## config.mk

```make
export PLATFORM = sky130hd
export DESIGN_NAME = handle_pool_allocator
export DESIGN_NICKNAME = d
export VERILOG_FILES = /design/src/rtl/hpa_pkg.sv /design/src/rtl/hpa_ram.sv /design/src/rtl/handle_pool_allocator.sv
export SDC_FILE = /design/constraint.sdc
export NUM_CORES = 1
export LEC_CHECK = 0
export ABC_AREA = 1
export BUFFER_PORTS_ARGS = -buffer_cell sky130_fd_sc_hd__buf_2
export CELL_PAD_IN_SITES_DETAIL_PLACEMENT = 0
export CELL_PAD_IN_SITES_GLOBAL_PLACEMENT = 1
export CORE_AREA = 2 2 231 233
export DETAILED_ROUTE_END_ITERATION = 16
export DIE_AREA = 0 0 233 235
export MAX_ROUTING_LAYER = met4
export PLACE_DENSITY_LB_ADDON = 0.2
export SLEW_MARGIN = 20
export SYNTH_ARGS = -nofsm -noshare
export SYNTH_HDL_FRONTEND = slang
export SYNTH_SLANG_ARGS = --single-unit
```

## constraint.sdc

```tcl
create_clock -name clock -period 3.5 [get_ports clock]
set_clock_uncertainty 0.2 [all_clocks]
set_input_delay 0.175 -clock clock [delete_from_list [all_inputs] [get_ports clock]]
set_output_delay 0.175 -clock clock [all_outputs]
set_load 0.05 [all_outputs]
```

## src/rtl/hpa_pkg.sv

```systemverilog
// Shared constants and codes for the handle pool allocator.
`timescale 1ns / 1ps

package hpa_pkg;

   localparam int POOL_SIZE = 64;
   localparam int HANDLE_W  = 6;
   localparam int IDX_W     = $clog2(POOL_SIZE);
   localparam int CNT_W     = $clog2(POOL_SIZE + 1);

   localparam logic [1:0] CMD_ALLOC = 2'd0;
   localparam logic [1:0] CMD_TRY   = 2'd1;
   localparam logic [1:0] CMD_FREE  = 2'd2;

   localparam logic [1:0] ST_OK        = 2'd0;
   localparam logic [1:0] ST_NONE      = 2'd1;
   localparam logic [1:0] ST_INVALID   = 2'd2;
   localparam logic [1:0] ST_EXHAUSTED = 2'd3;

endpackage

```

## src/rtl/hpa_ram.sv

```systemverilog
// Generic single-write, single-read RAM with registered read data.
`timescale 1ns / 1ps

module hpa_ram #(
   parameter int WIDTH = 8,
   parameter int DEPTH = 64
) (
   input  logic                     clock,
   input  logic                     wr_en,
   input  logic [$clog2(DEPTH)-1:0] wr_addr,
   input  logic [WIDTH-1:0]         wr_data,
   input  logic                     rd_en,
   input  logic [$clog2(DEPTH)-1:0] rd_addr,
   output logic [WIDTH-1:0]         rd_data
);

   logic [WIDTH-1:0] mem [DEPTH];

   always_ff @(posedge clock) begin
      if (wr_en) begin
         mem[wr_addr] <= wr_data;
      end
      if (rd_en) begin
         rd_data <= mem[rd_addr];
      end
   end

endmodule

```

## src/rtl/handle_pool_allocator.sv

```systemverilog
// Top level of the handle pool allocator: command sequencer, in-use bitmap and free FIFO.
`timescale 1ns / 1ps
// A result is registered in S_EXEC after the accept step; an earlier result still
// held by rsp_stall delays it. A new command is taken only in S_IDLE, so commands
// never overlap: the accept step reads the bitmap and free-list memories, and S_EXEC
// modifies and writes them back. Reset: synchronous; counters, FIFO pointers and the
// per-entry bitmap valid bits clear at once, so commands are accepted right after reset.

module handle_pool_allocator (
   input  logic                         clock,
   input  logic                         reset,
   input  logic                         req_valid,
   output logic                         req_stall,
   input  logic [1:0]                   req_command,
   input  logic [hpa_pkg::HANDLE_W-1:0] req_handle,
   output logic                         rsp_valid,
   input  logic                         rsp_stall,
   output logic [hpa_pkg::HANDLE_W-1:0] rsp_handle_res,
   output logic [1:0]                   rsp_status
);

   typedef enum logic {S_IDLE, S_EXEC} state_type;

   state_type                        state_ff, state_in;
   logic [1:0]                       cmd_ff;
   logic [hpa_pkg::HANDLE_W-1:0]     hdl_ff;
   logic [hpa_pkg::IDX_W-1:0]        head_ff, head_in;
   logic [hpa_pkg::IDX_W-1:0]        tail_ff, tail_in;
   logic [hpa_pkg::CNT_W-1:0]        count_ff, count_in;
   logic [hpa_pkg::CNT_W-1:0]        issued_ff, issued_in;
   logic [hpa_pkg::POOL_SIZE-1:0]    vld_ff;
   logic                             rsp_valid_ff;
   logic [hpa_pkg::HANDLE_W-1:0]     rsp_handle_res_ff, rsp_handle_res_in;
   logic [1:0]                       rsp_status_ff, rsp_status_in;

   logic                             accept;
   logic                             exec_go;
   logic                             use_we;
   logic [hpa_pkg::IDX_W-1:0]        use_wa;
   logic                             use_wd;
   logic [0:0]                       use_rd;
   logic                             q_we;
   logic [hpa_pkg::IDX_W-1:0]        q_rd;
   logic [hpa_pkg::IDX_W-1:0]        hdl_idx;
   logic                             hdl_in_range;
   logic                             hdl_in_use;
   logic                             have_free;

   assign accept    = req_valid && !req_stall;
   assign req_stall = (state_ff != S_IDLE);
   assign exec_go   = (state_ff == S_EXEC) && !(rsp_valid_ff && rsp_stall);

   assign hdl_idx      = hdl_ff[hpa_pkg::IDX_W-1:0];
   assign hdl_in_range = ({1'b0, hdl_ff} < (hpa_pkg::HANDLE_W+1)'(hpa_pkg::POOL_SIZE));
   assign hdl_in_use   = hdl_in_range && vld_ff[hdl_idx] && use_rd[0];
   assign have_free    = (count_ff != '0);

   hpa_ram #(.WIDTH(1), .DEPTH(hpa_pkg::POOL_SIZE)) u_in_use (
      .clock   (clock),
      .wr_en   (use_we),
      .wr_addr (use_wa),
      .wr_data (use_wd),
      .rd_en   (accept),
      .rd_addr (req_handle[hpa_pkg::IDX_W-1:0]),
      .rd_data (use_rd)
   );

   hpa_ram #(.WIDTH(hpa_pkg::IDX_W), .DEPTH(hpa_pkg::POOL_SIZE)) u_free_q (
      .clock   (clock),
      .wr_en   (q_we),
      .wr_addr (tail_ff),
      .wr_data (hdl_idx),
      .rd_en   (accept),
      .rd_addr (head_ff),
      .rd_data (q_rd)
   );

   always_comb begin
      state_in          = state_ff;
      head_in           = head_ff;
      tail_in           = tail_ff;
      count_in          = count_ff;
      issued_in         = issued_ff;
      use_we            = 1'b0;
      use_wa            = hdl_idx;
      use_wd            = 1'b0;
      q_we              = 1'b0;
      rsp_handle_res_in = '0;
      rsp_status_in     = hpa_pkg::ST_OK;

      unique case (state_ff)
         S_IDLE: begin
            if (accept) begin
               state_in = S_EXEC;
            end
         end
         S_EXEC: begin
            if (exec_go) begin
               state_in = S_IDLE;
               case (cmd_ff)
                  hpa_pkg::CMD_ALLOC, hpa_pkg::CMD_TRY: begin
                     if (have_free) begin
                        // pop oldest freed handle and mark it held
                        rsp_handle_res_in = hpa_pkg::HANDLE_W'(q_rd);
                        use_we   = 1'b1;
                        use_wa   = q_rd;
                        use_wd   = 1'b1;
                        head_in  = (head_ff == hpa_pkg::IDX_W'(hpa_pkg::POOL_SIZE - 1)) ?
                                   '0 : head_ff + 1'b1;
                        count_in = count_ff - 1'b1;
                     end else if (cmd_ff == hpa_pkg::CMD_TRY) begin
                        rsp_status_in = hpa_pkg::ST_NONE;
                     end else if (issued_ff < hpa_pkg::CNT_W'(hpa_pkg::POOL_SIZE)) begin
                        rsp_handle_res_in = hpa_pkg::HANDLE_W'(issued_ff);
                        use_we    = 1'b1;
                        use_wa    = issued_ff[hpa_pkg::IDX_W-1:0];
                        use_wd    = 1'b1;
                        issued_in = issued_ff + 1'b1;
                     end else begin
                        rsp_status_in = hpa_pkg::ST_EXHAUSTED;
                     end
                  end
                  hpa_pkg::CMD_FREE: begin
                     if (hdl_in_use) begin
                        // clear the mark and queue the handle at the tail
                        use_we   = 1'b1;
                        use_wd   = 1'b0;
                        q_we     = 1'b1;
                        tail_in  = (tail_ff == hpa_pkg::IDX_W'(hpa_pkg::POOL_SIZE - 1)) ?
                                   '0 : tail_ff + 1'b1;
                        count_in = count_ff + 1'b1;
                     end else begin
                        rsp_status_in = hpa_pkg::ST_INVALID;
                     end
                  end
                  default: begin
                     rsp_status_in = hpa_pkg::ST_OK;
                  end
               endcase
            end
         end
      endcase
   end

   always_ff @(posedge clock) begin
      if (reset) begin
         state_ff     <= S_IDLE;
         head_ff      <= '0;
         tail_ff      <= '0;
         count_ff     <= '0;
         issued_ff    <= '0;
         vld_ff       <= '0;
         rsp_valid_ff <= 1'b0;
      end else begin
         state_ff  <= state_in;
         head_ff   <= head_in;
         tail_ff   <= tail_in;
         count_ff  <= count_in;
         issued_ff <= issued_in;
         if (use_we) begin
            vld_ff[use_wa] <= 1'b1;
         end
         if (exec_go) begin
            rsp_valid_ff <= 1'b1;
         end else if (rsp_valid_ff && !rsp_stall) begin
            rsp_valid_ff <= 1'b0;
         end
      end
      if (accept) begin
         cmd_ff <= req_command;
         hdl_ff <= req_handle;
      end
      if (exec_go) begin
         rsp_handle_res_ff <= rsp_handle_res_in;
         rsp_status_ff     <= rsp_status_in;
      end
   end

   assign rsp_valid      = rsp_valid_ff;
   assign rsp_handle_res = rsp_handle_res_ff;
   assign rsp_status     = rsp_status_ff;

   a_count_bound: assert property (@(posedge clock) disable iff (reset)
      count_ff <= issued_ff)
      else $error("free count exceeds issued handles");

   a_issue_bound: assert property (@(posedge clock) disable iff (reset)
      issued_ff <= hpa_pkg::CNT_W'(hpa_pkg::POOL_SIZE))
      else $error("issued count beyond pool size");

   a_result_follows: assert property (@(posedge clock) disable iff (reset)
      exec_go |=> rsp_valid_ff)
      else $error("completed command produced no result");

   a_error_zero_handle: assert property (@(posedge clock) disable iff (reset)
      rsp_valid_ff && (rsp_status_ff != hpa_pkg::ST_OK) |-> rsp_handle_res_ff == '0)
      else $error("failed command returned a nonzero handle");

endmodule
```

==> impl_metrics.toml, run 1 <==
[yosys]
ys_warn_count = 0
synth.distinct_cells = 44
avgSynthCellArea_um2 = 10.75
syn-num-nets = 2227
syn_inst = 2206
post_synth_main_area_contributors = "edfxtp_1 (60%), dfxtp_1 (7.8%), nor2_1 (6.6%), o21ai_0 (5.3%), nand2_1 (4.1%)"
synth_edf_count = 471
synth_top_area_cell = "edfxtp_1"
yosysMostFrequentCell = "edfxtp_1"
synth_seq_area_share_pct = 67.42
ys_ff_latch = 563
netlist_area_um2 = 23710
synthFlopType = "edfxtp_1"
yosysTopAreaCellShare_pct = 59.65
synth_common_cells = "edfxtp_1 (471), nor2_1 (420), nand2_1 (259)"
synthArstFlopShare_pct = 0

[drt]
drt-initial-drc-count = 1621
drt_wl_total_um = 64860
drc = 0
wl_per_cell_um = 21.71
drtPass1Iterations = 5
vias = 16770
vias_per_cell = 5.613
ant_nets = 0

[finish]
diodes = 0
final_nets = 2273
postLayoutCoreUtil_pct = 51.20
n_fill_cell = 4700
syn2layout_area_growth_pct = 12.80
final_layout_size_suffix_gt1_share_pct = 10.61
finalInstanceArea_um2 = 26750

[global_routing]
grt_pass1_wl_um = 98780
grt_max_degree = 98
grt_pass1_vias = 16430
gr-total-overflow = 0
antenna_found_initial = 0
track_usage_pct = 24.57

[critical_path]
cp_max_fo = 26
worst_ep_arrival_time_ns = 3.31
crit_path_start_kind = "flop"
setup.worst_path.end_class = "flop"
path_class = "flop to flop"
worstPathRequired_ns = 3.56

[floorplan]
fp.dieArea_um2 = 54760
placementRows = 84
die_height_um = 235
core_um2 = 52240
io_pins = 22
initial_core_util_pct = 45.39
chipWidth_um = 233

[clock_network]
cts_tree = "built"
post_cts_buffers = 0
cts_sinks = 563
h-tree-depth = 2
clk-insertion-delay-late_ns = 0.65
root_buffer = "clkbuf_16"
cts_buffers = 59
cts.clk_slew.worst_paths_ns = 0.06
clk_path_buf_depth = 3

[sta]
finalCriticalPeriod_ns = 3.250
grt_setup_unrepaired = "yes"
worstMarginPinSlew_ns = 0.9377
drv_slew = 0
finalSetupViolCount = 0
timing.fmax_mhz = 307.7
post-route-period-util_pct = 92.87
final_hold_viol_count = 0
maxSlewHeadroom_pct = 37.07
tns_ns = 0

[hold_path]
min_path_type = "input pin to flop"

[placement]
place_area_um2 = 24710
io_buffers = 21
globalplace.congestion = 0.8805
hpwl_um = 41360

[outcome]
status = "finished, final reports clean"

[run]
drv_cap = 0

[pwr]
p_leak_uw = 0.009168
p_per_area_nw_per_um2 = 544.9
max-vdd-ir-drop_mv = 0.3882
-- metal layers --
layer	global-route usage [%]	wire, um	vias to the layer above
met4	6.620	1340	0
met5	-	0	-
met3	4.187	4529	90
met1	33.81	29020	8242
li1	-	-	7833
met2	37.82	29970	600
-- registers in the layout, summed over array words and instances, names as in the netlist --
name	cells
tail_ff	6
u_free_q.rd_data	6
count_ff	7
cmd_ff	2
rsp_status	2
u_in_use.mem	64
u_free_q.mem	384
rsp_handle_res	6
req_stall	1
u_in_use.rd_data	1
rsp_valid	1
head_ff	6
issued_ff	7
vld_ff	64
hdl_ff	6
-- stage by stage --
stage | power, uW | hold slack, ns | setup WS, ns | std cells
final | 14570 | 0.04728 | 0.2497 | 2987
after global routing | 15010 | 0.04712 | -0.01879 | 2987
after CTS | 14670 | 0.02793 | 0.1915 | 2987
after detailed placement | 8533 | 0.1546 | 0.2022 | 2868
after global placement | 8532 | 0.1536 | 0.2568 | 2868
after floorplan | 8186 | 0.07387 | 0.002227 | 2206
-- cell usage in the layout (no fill, tap or decap), drive strengths merged, types with 8 or more instances in the layout --
cell         synthesis  final
nand4               16     16
clkbuf              92     75
o21ai              256    256
o211ai              14     14
a21oi              101    101
clkinv               3     26
buf                 30     96
ha                   8      8
nor2               427    427
dlygate4sd3          0     11
nand3              121    121
inv                160    162
o22ai               77     77
edfxtp             471    471
nand2              272    272
o221ai              39     39
dfxtp               92     92
-- worst paths after layout --
kind | startpoint | end | slack [ns] | cells after the start
setup / recovery | hdl_ff[0] | u_free_q.mem[50][2] | 0.25 | 13
hold / removal | req_command[0] | cmd_ff[0] | 0.05 | 2
setup reg to reg | hdl_ff[0] | u_free_q.mem[50][2] | 0.25 | 13
hold reg to reg | vld_ff[53] | vld_ff[53] | 0.25 | 2
-- repair_timing --
| action | in CTS | in global routing |
|---|---|---|
| endpoints found under the hold margin | 34 | 0 |
| gates resized for setup | 0 | 6 |
| setup endpoints to repair | 0 | 48 |
| hold buffers | 11 | 0 |
-- area by class of cell --
class | count | area, um2 | area share (%)
Inverter | 163 | 615.6 | 2.302
Sequential cell | 563 | 15990 | 59.78
Timing Repair Buffer | 107 | 815.8 | 3.050
Tap cell | 688 | 860.8 | 3.218
Multi-Input combinational cell | 1358 | 6555 | 24.51
Clock inverter | 33 | 312.8 | 1.169
Clock buffer | 75 | 1597 | 5.969
-- critical path, stage by stage, from the launching register on --
cell and delay [ns]:
edfxtp_1 0.39, buf_4 0.36, nand2_1 0.11, nand3_1 0.09
nand3_1 0.07, nand2_1 0.09, nand2_1 0.06, nand3_1 0.09
nand3_1 0.08, nand2_2 0.12, nand3_4 0.16, nor2_4 0.20
nand3_2 0.34, nor2_1 0.51
-- cells by family (layout without fill, tap and decap cells) --
family                   Yosys count  count (layout)  share of synthesized area (%)
flip-flops                       563             563                          67.42
XOR/XNOR                           8               8                         0.2955
adder cells (fa/ha/maj)            9               9                         0.5066
AO/OA/AOI/OAI                    492             492                          11.78
buffers and inverters            285             378                          5.002
AND/OR/NAND/NOR                  849             849                          15.00
-- power breakdown --
group	switching (uW)	total, uW	internal (uW)
registers	36.1	7340	7310
clock network	2650	6170	3520
logic	792	1060	270
No activity file was read; power rests on OpenSTA's default activity.
==> run 2: changes to the inputs <==
PLACE_DENSITY = 0.72   (was not set)
PLACE_DENSITY_LB_ADDON = not set   (was 0.2)
==> run 2 against run 1 <==
- worst setup slack better by 0.036 ns
- first-iteration DRC count down 9.5%
- highest routed layer unchanged
- total power up 1.6%
- critical endpoint is now u_free_q.mem[32][2]
- final cell count down 0.87%
- clock power up 3.9%
- sequential power about the same
- register-to-register slack better by 0.04 ns
==> impl_metrics.toml, run 2 (same netlist as run 1, synthesis figures left out) <==
[outcome]
status = "finished, final reports clean"

[global_routing]
gr-total-overflow = 0
grt_pass1_wl_um = 97400
track_usage_pct = 24.15
grt_max_degree = 100
antenna_found_initial = 0
grt_pass1_vias = 16260

[pwr]
p_leak_uw = 0.009079
p_per_area_nw_per_um2 = 554.8
max-vdd-ir-drop_mv = 0.3810

[finish]
final_common_cell = "edfxtp_1"
register_area_um2 = 15990
n_fill_cell = 4555
largest_registers = "u_free_q.mem x384, u_in_use.mem x64, vld_ff x64"
postLayoutCoreUtil_pct = 51.09
final_layout_size_suffix_gt1_share_pct = 10.34
multiInputGateArea_um2 = 6595
finalInstanceArea_um2 = 26690
diodes = 0
top_register = "u_free_q.mem"
final_cell_mix = "edfxtp_1 (471), nor2_1 (398), nand2_1 (259), o21ai_0 (249), inv_1 (145)"
largest_reg_flops = 384
final_nets = 2245
syn2layout_area_growth_pct = 12.56

[critical_path]
cp_cell_sequence = "clkinv_2 -> nand2_1 -> nand3_1 -> nand3_1 -> nand2_1 -> nand2_1 -> nand3_1 -> nand3_1 -> nand2_2 -> nand3_4 -> nor2_4 -> nand3_2 -> nor2_1"
critical_path.max_stage_delay_ns = 0.53
worstPathRequired_ns = 3.54
rr_startpoint = "hdl_ff[0]"
cp_max_fo = 32
reg2reg_depth = 13
reg2reg_slack_ns = 0.29
critPathMostFrequentCell = "nand3_1"
critPathTopFamily = "simple AND/OR/NAND/NOR gates"
setup.worst_path.end_class = "flop"
path_class = "flop to flop"
worst_ep_arrival_time_ns = 3.26
crit_path_start_kind = "flop"
r2r-end = "u_free_q.mem[32][2]"
slowest_stage = "nor2_1"
crit_buf_inv = 1

[sta]
timing.fmax_mhz = 311.1
setup_slack_ns = 0.2857
finalSetupViolCount = 0
maxSlewHeadroom_pct = 33.34
grt_setup_unrepaired = "yes"
final_hold_viol_count = 0
drv_slew = 0
finalCriticalPeriod_ns = 3.214
post-route-period-util_pct = 91.84
worstMarginPinSlew_ns = 0.9932
tns_ns = 0

[drt]
drt-initial-drc-count = 1467
drt_wl_total_um = 63830
drtPass1Iterations = 5
vias_per_cell = 5.624
wl_per_cell_um = 21.56
ant_nets = 0
drc = 0
vias = 16650

[clock_network]
clk_path_buf_depth = 3
cts_sinks = 563
cts_buffers = 58
root_buffer = "clkbuf_16"
cts.clk_slew.worst_paths_ns = 0.06
clk-insertion-delay-late_ns = 0.63
h-tree-depth = 2
cts_tree = "built"
post_cts_buffers = 0

[placement]
io_buffers = 21
place_area_um2 = 24530
pre_cts_ws_ns = 0.2726
globalplace.congestion = 0.8761
hpwl_um = 39800

[floorplan]
chipWidth_um = 233
placementRows = 84
fp.dieArea_um2 = 54760
core_um2 = 52240
io_pins = 22
die_height_um = 235
initial_core_util_pct = 45.39

[run]
drv_cap = 0

[hold_path]
min_from = "req_command[1]"
worst_hold_path.num_cells = 2
whs_endpoint = "cmd_ff[1]"
min_path_type = "input pin to flop"
==> run 2: layer usage <==
metal	share of wire (%)	GRT usage [%]	vias to the layer above
li1	-	-	7792
met1	45	34.18	8147
met2	45	35.55	615
met3	7.4	4.721	99
met4	2.2	6.794	0
met5	0	-	-
==> run 2: worst max path at each step <==
stage | from | end | slack (ns) | cells after the start
2_1_floorplan | hdl_ff[1] | u_free_q.mem[13][0] | 0.002 | 14
3_3_place_gp | hdl_ff[0] | u_free_q.mem[40][5] | 0.32 | 13
3_5_place_dp | hdl_ff[0] | u_free_q.mem[5][3] | 0.27 | 15
4_1_cts | hdl_ff[0] | u_free_q.mem[45][2] | 0.25 | 15
5_1_grt | hdl_ff[0] | u_free_q.mem[13][4] | -0.08 | 15
6_report | hdl_ff[0] | u_free_q.mem[32][2] | 0.29 | 13
==> run 2: per-stage QoR <==
stage	total power (uW)	hold slack [ns]	std cells
2_1_floorplan	8186	0.07387	2206
3_3_place_gp	8527	0.1519	2841
3_5_place_dp	8528	0.1535	2841
4_1_cts	14910	0.02654	2961
5_1_grt	15290	0.04385	2961
6_report	14810	0.05900	2961
==> run 2: repair_timing <==
action / 4_1_cts / 5_1_grt
endpoints found under the setup margin: 0 / 149
resized for setup: 0 / 22
hold endpoints to repair: 44 / 0
hold buffers: 11 / 0
==> run 2: area by class of cell <==
| class | count | area share [%] |
|---|---|---|
| well taps | 688 | 3.225 |
| clock buffers | 70 | 5.719 |
| flip-flops and latches | 563 | 59.91 |
| clock inverters | 39 | 1.735 |
| multi-input cells | 1358 | 24.71 |
| inverters | 163 | 2.307 |
| repair buffers | 80 | 2.391 |
==> run 2: power by group <==
part / internal (uW) / switching (uW)
registers: 7310 / 35.9
logic: 269 / 790
clock network: 3780 / 2630
total: 11400 / 3450
==> run 2: worst register-to-register path, cell delays in order (launching register included) <==
cell and delay, ns:
edfxtp_1 0.42, clkinv_2 0.32, nand2_1 0.09, nand3_1 0.11, nand3_1 0.08, nand2_1 0.07
nand2_1 0.05, nand3_1 0.08, nand3_1 0.09, nand2_2 0.13, nand3_4 0.10, nor2_4 0.17
nand3_2 0.38, nor2_1 0.53
==> run 3: changes to the inputs <==
CAP_MARGIN = 20   (was not set)
CORE_AREA = 2 2 325 166   (was 2 2 231 233)
CTS_CLUSTER_DIAMETER = 30   (was not set)
DIE_AREA = 0 0 327 168   (was 0 0 233 235)
==> run 3 against run 2 <==
- combinational power grew 10%
- worst hold slack lost 0.0017 ns
- worst setup slack lost 0.11 ns
- design area grew 3.9%
- critical endpoint is now u_free_q.mem[51][4]
==> impl_metrics.toml, run 3 (same netlist as run 1, synthesis figures left out) <==
[drt]
drt_wl_total_um = 71490
drc = 0
drt-initial-drc-count = 2971
wl_per_cell_um = 23.30
vias_per_cell = 5.725
vias = 17570
drtPass1Iterations = 6
ant_nets = 0

[critical_path]
worst_ep_arrival_time_ns = 3.36
cp_cell_sequence = "buf_12 -> nand2_1 -> nand3_1 -> nand3_1 -> nand2_1 -> nand2_1 -> nand3_1 -> nand3_1 -> nand2_2 -> nand3_4 -> nor2_1 -> nand3_1 -> buf_4 -> nor2_1"
critical_path.max_stage_delay_ns = 0.44
critPathTopFamily = "simple AND/OR/NAND/NOR gates"
worstPathRequired_ns = 3.54
critPathMostFrequentCell = "nand3_1"
path_class = "flop to flop"
r2r-end = "u_free_q.mem[51][4]"
cp_max_fo = 64
reg2reg_slack_ns = 0.18
rr_startpoint = "hdl_ff[0]"
path_depth = 14
slowest_stage = "edfxtp_1"
crit_path_start_kind = "flop"
crit_buf_inv = 2
setup.worst_path.end_class = "flop"
reg2reg_depth = 14

[global_routing]
grt_pass1_vias = 16270
gr-total-overflow = 0
grt_pass1_wl_um = 106100
antenna_found_initial = 0
grt_max_degree = 115
track_usage_pct = 26.86

[pwr]
p_leak_uw = 0.009658
p_per_area_nw_per_um2 = 598.5
max-vdd-ir-drop_mv = 0.5976

[clock_network]
cts_tree = "built"
clk-insertion-delay-late_ns = 0.62
post_cts_buffers = 0
root_buffer = "clkbuf_16"
cts.clk_slew.worst_paths_ns = 0.06
cts_buffers = 76
clk_path_buf_depth = 3
h-tree-depth = 3
cts_sinks = 563

[run]
drv_cap = 0

[floorplan]
fp.dieArea_um2 = 54940
core_um2 = 52630
io_pins = 22
initial_core_util_pct = 45.06
chipWidth_um = 327
placementRows = 60
die_height_um = 168

[sta]
timing.fmax_mhz = 301.2
finalCriticalPeriod_ns = 3.320
setup_slack_ns = 0.1797
drv_slew = 0
final_hold_viol_count = 0
tns_ns = 0
post-route-period-util_pct = 94.86
finalSetupViolCount = 0
worstMarginPinSlew_ns = 1.164
grt_setup_unrepaired = "no"
maxSlewHeadroom_pct = 22.10

[placement]
globalplace.congestion = 0.9335
pre_cts_ws_ns = 0.2355
io_buffers = 21
hpwl_um = 47230

[finish]
top_register = "u_free_q.mem"
n_fill_cell = 4601
postLayoutCoreUtil_pct = 52.67
largest_reg_flops = 384
final_common_cell = "edfxtp_1"
syn2layout_area_growth_pct = 16.91
final_layout_size_suffix_gt1_share_pct = 12.95
largest_registers = "u_free_q.mem x384, u_in_use.mem x64, vld_ff x64"
final_cell_mix = "edfxtp_1 (471), nor2_1 (417), nand2_1 (259), o21ai_0 (249), inv_1 (145)"
diodes = 0
final_nets = 2313

[hold_path]
whs_endpoint = "tail_ff[4]"
worst_hold_path.num_cells = 4
min_from = "reset"
min_path_type = "input pin to flop"

[outcome]
status = "finished, final reports clean"
run 3: changes by cell type in the layout (fill, tap and decap cells not counted), moves of 2 or more:
| cell | previous run | this run |
|---|---|---|
| inv_6 | 3 | 10 |
| clkbuf_16 | 58 | 78 |
| nor2_1 | 398 | 417 |
| clkinv_4 | 1 | 10 |
| buf_4 | 43 | 93 |
| inv_8 | 0 | 4 |
| clkinvlp_4 | 2 | 4 |
| clkinv_2 | 12 | 7 |
| nor2_2 | 24 | 5 |
| clkinv_1 | 13 | 7 |
run 3: where the power goes:
part | total (uW) | leakage, uW | switching [uW] | internal [uW]
sequential | 7340 | 0.00504 | 33.0 | 7310
combinational | 1170 | 0.00333 | 891 | 281
clock | 8080 | 0.00129 | 3130 | 4950
total | 16600 | 0.00966 | 4050 | 12500
run 3: tightest hold or removal path, cell delays in order:
cell     delay, ns
buf_2         0.09
inv_1         0.34
nand2_1       0.18
nor2_1        0.03
run 3: final cells by class:
type	count	area (um2)	share of cell area (%)
well taps	713	892.1	3.218
clock buffers	89	2013	7.262
flip-flops and latches	563	15990	57.68
multi-input cells	1358	6548	23.62
clock inverters	52	636.9	2.297
repair buffers	130	1023	3.692
inverters	163	616.8	2.225
run 3: worst max-delay path by stage:
stage | startpoint | endpoint | slack (ns)
3_3_place_gp | hdl_ff[4] | u_free_q.mem[5][3] | 0.27
3_5_place_dp | hdl_ff[4] | u_free_q.mem[61][1] | 0.24
2_1_floorplan | hdl_ff[1] | u_free_q.mem[13][0] | 0.002
5_1_grt | hdl_ff[0] | u_free_q.mem[13][0] | 0.02
6_report | hdl_ff[0] | u_free_q.mem[51][4] | 0.18
4_1_cts | hdl_ff[0] | u_free_q.mem[61][5] | 0.23
run 3: metal layers:
metal  global-route usage (%)  vias to the layer above  share of wire (%)
li1                         -                     7949                  -
met1                    43.62                     8608                 49
met2                    30.63                      923                 36
met3                    9.579                       85                 13
met4                    5.265                        0                1.4
met5                        -                        -                  0
run 3: metrics by stage:
stage | total power [uW] | cells | cell area (um2) | hold WS, ns
finish | 16590 | 3068 | 27720 | 0.05728
global placement | 8609 | 2917 | 24960 | 0.1575
global route | 17070 | 3068 | 27720 | 0.07774
floorplan | 8186 | 2206 | 23710 | 0.07387
CTS | 16640 | 3068 | 27710 | 0.04373
detailed placement | 8608 | 2917 | 24960 | 0.1594
run 3: what timing repair did:
| action | CTS | global route |
|---|---|---|
| endpoints found under the hold margin | 26 | 0 |
| hold buffers | 10 | 0 |
| setup endpoints to repair | 0 | 72 |
| gates resized for setup | 0 | 4 |
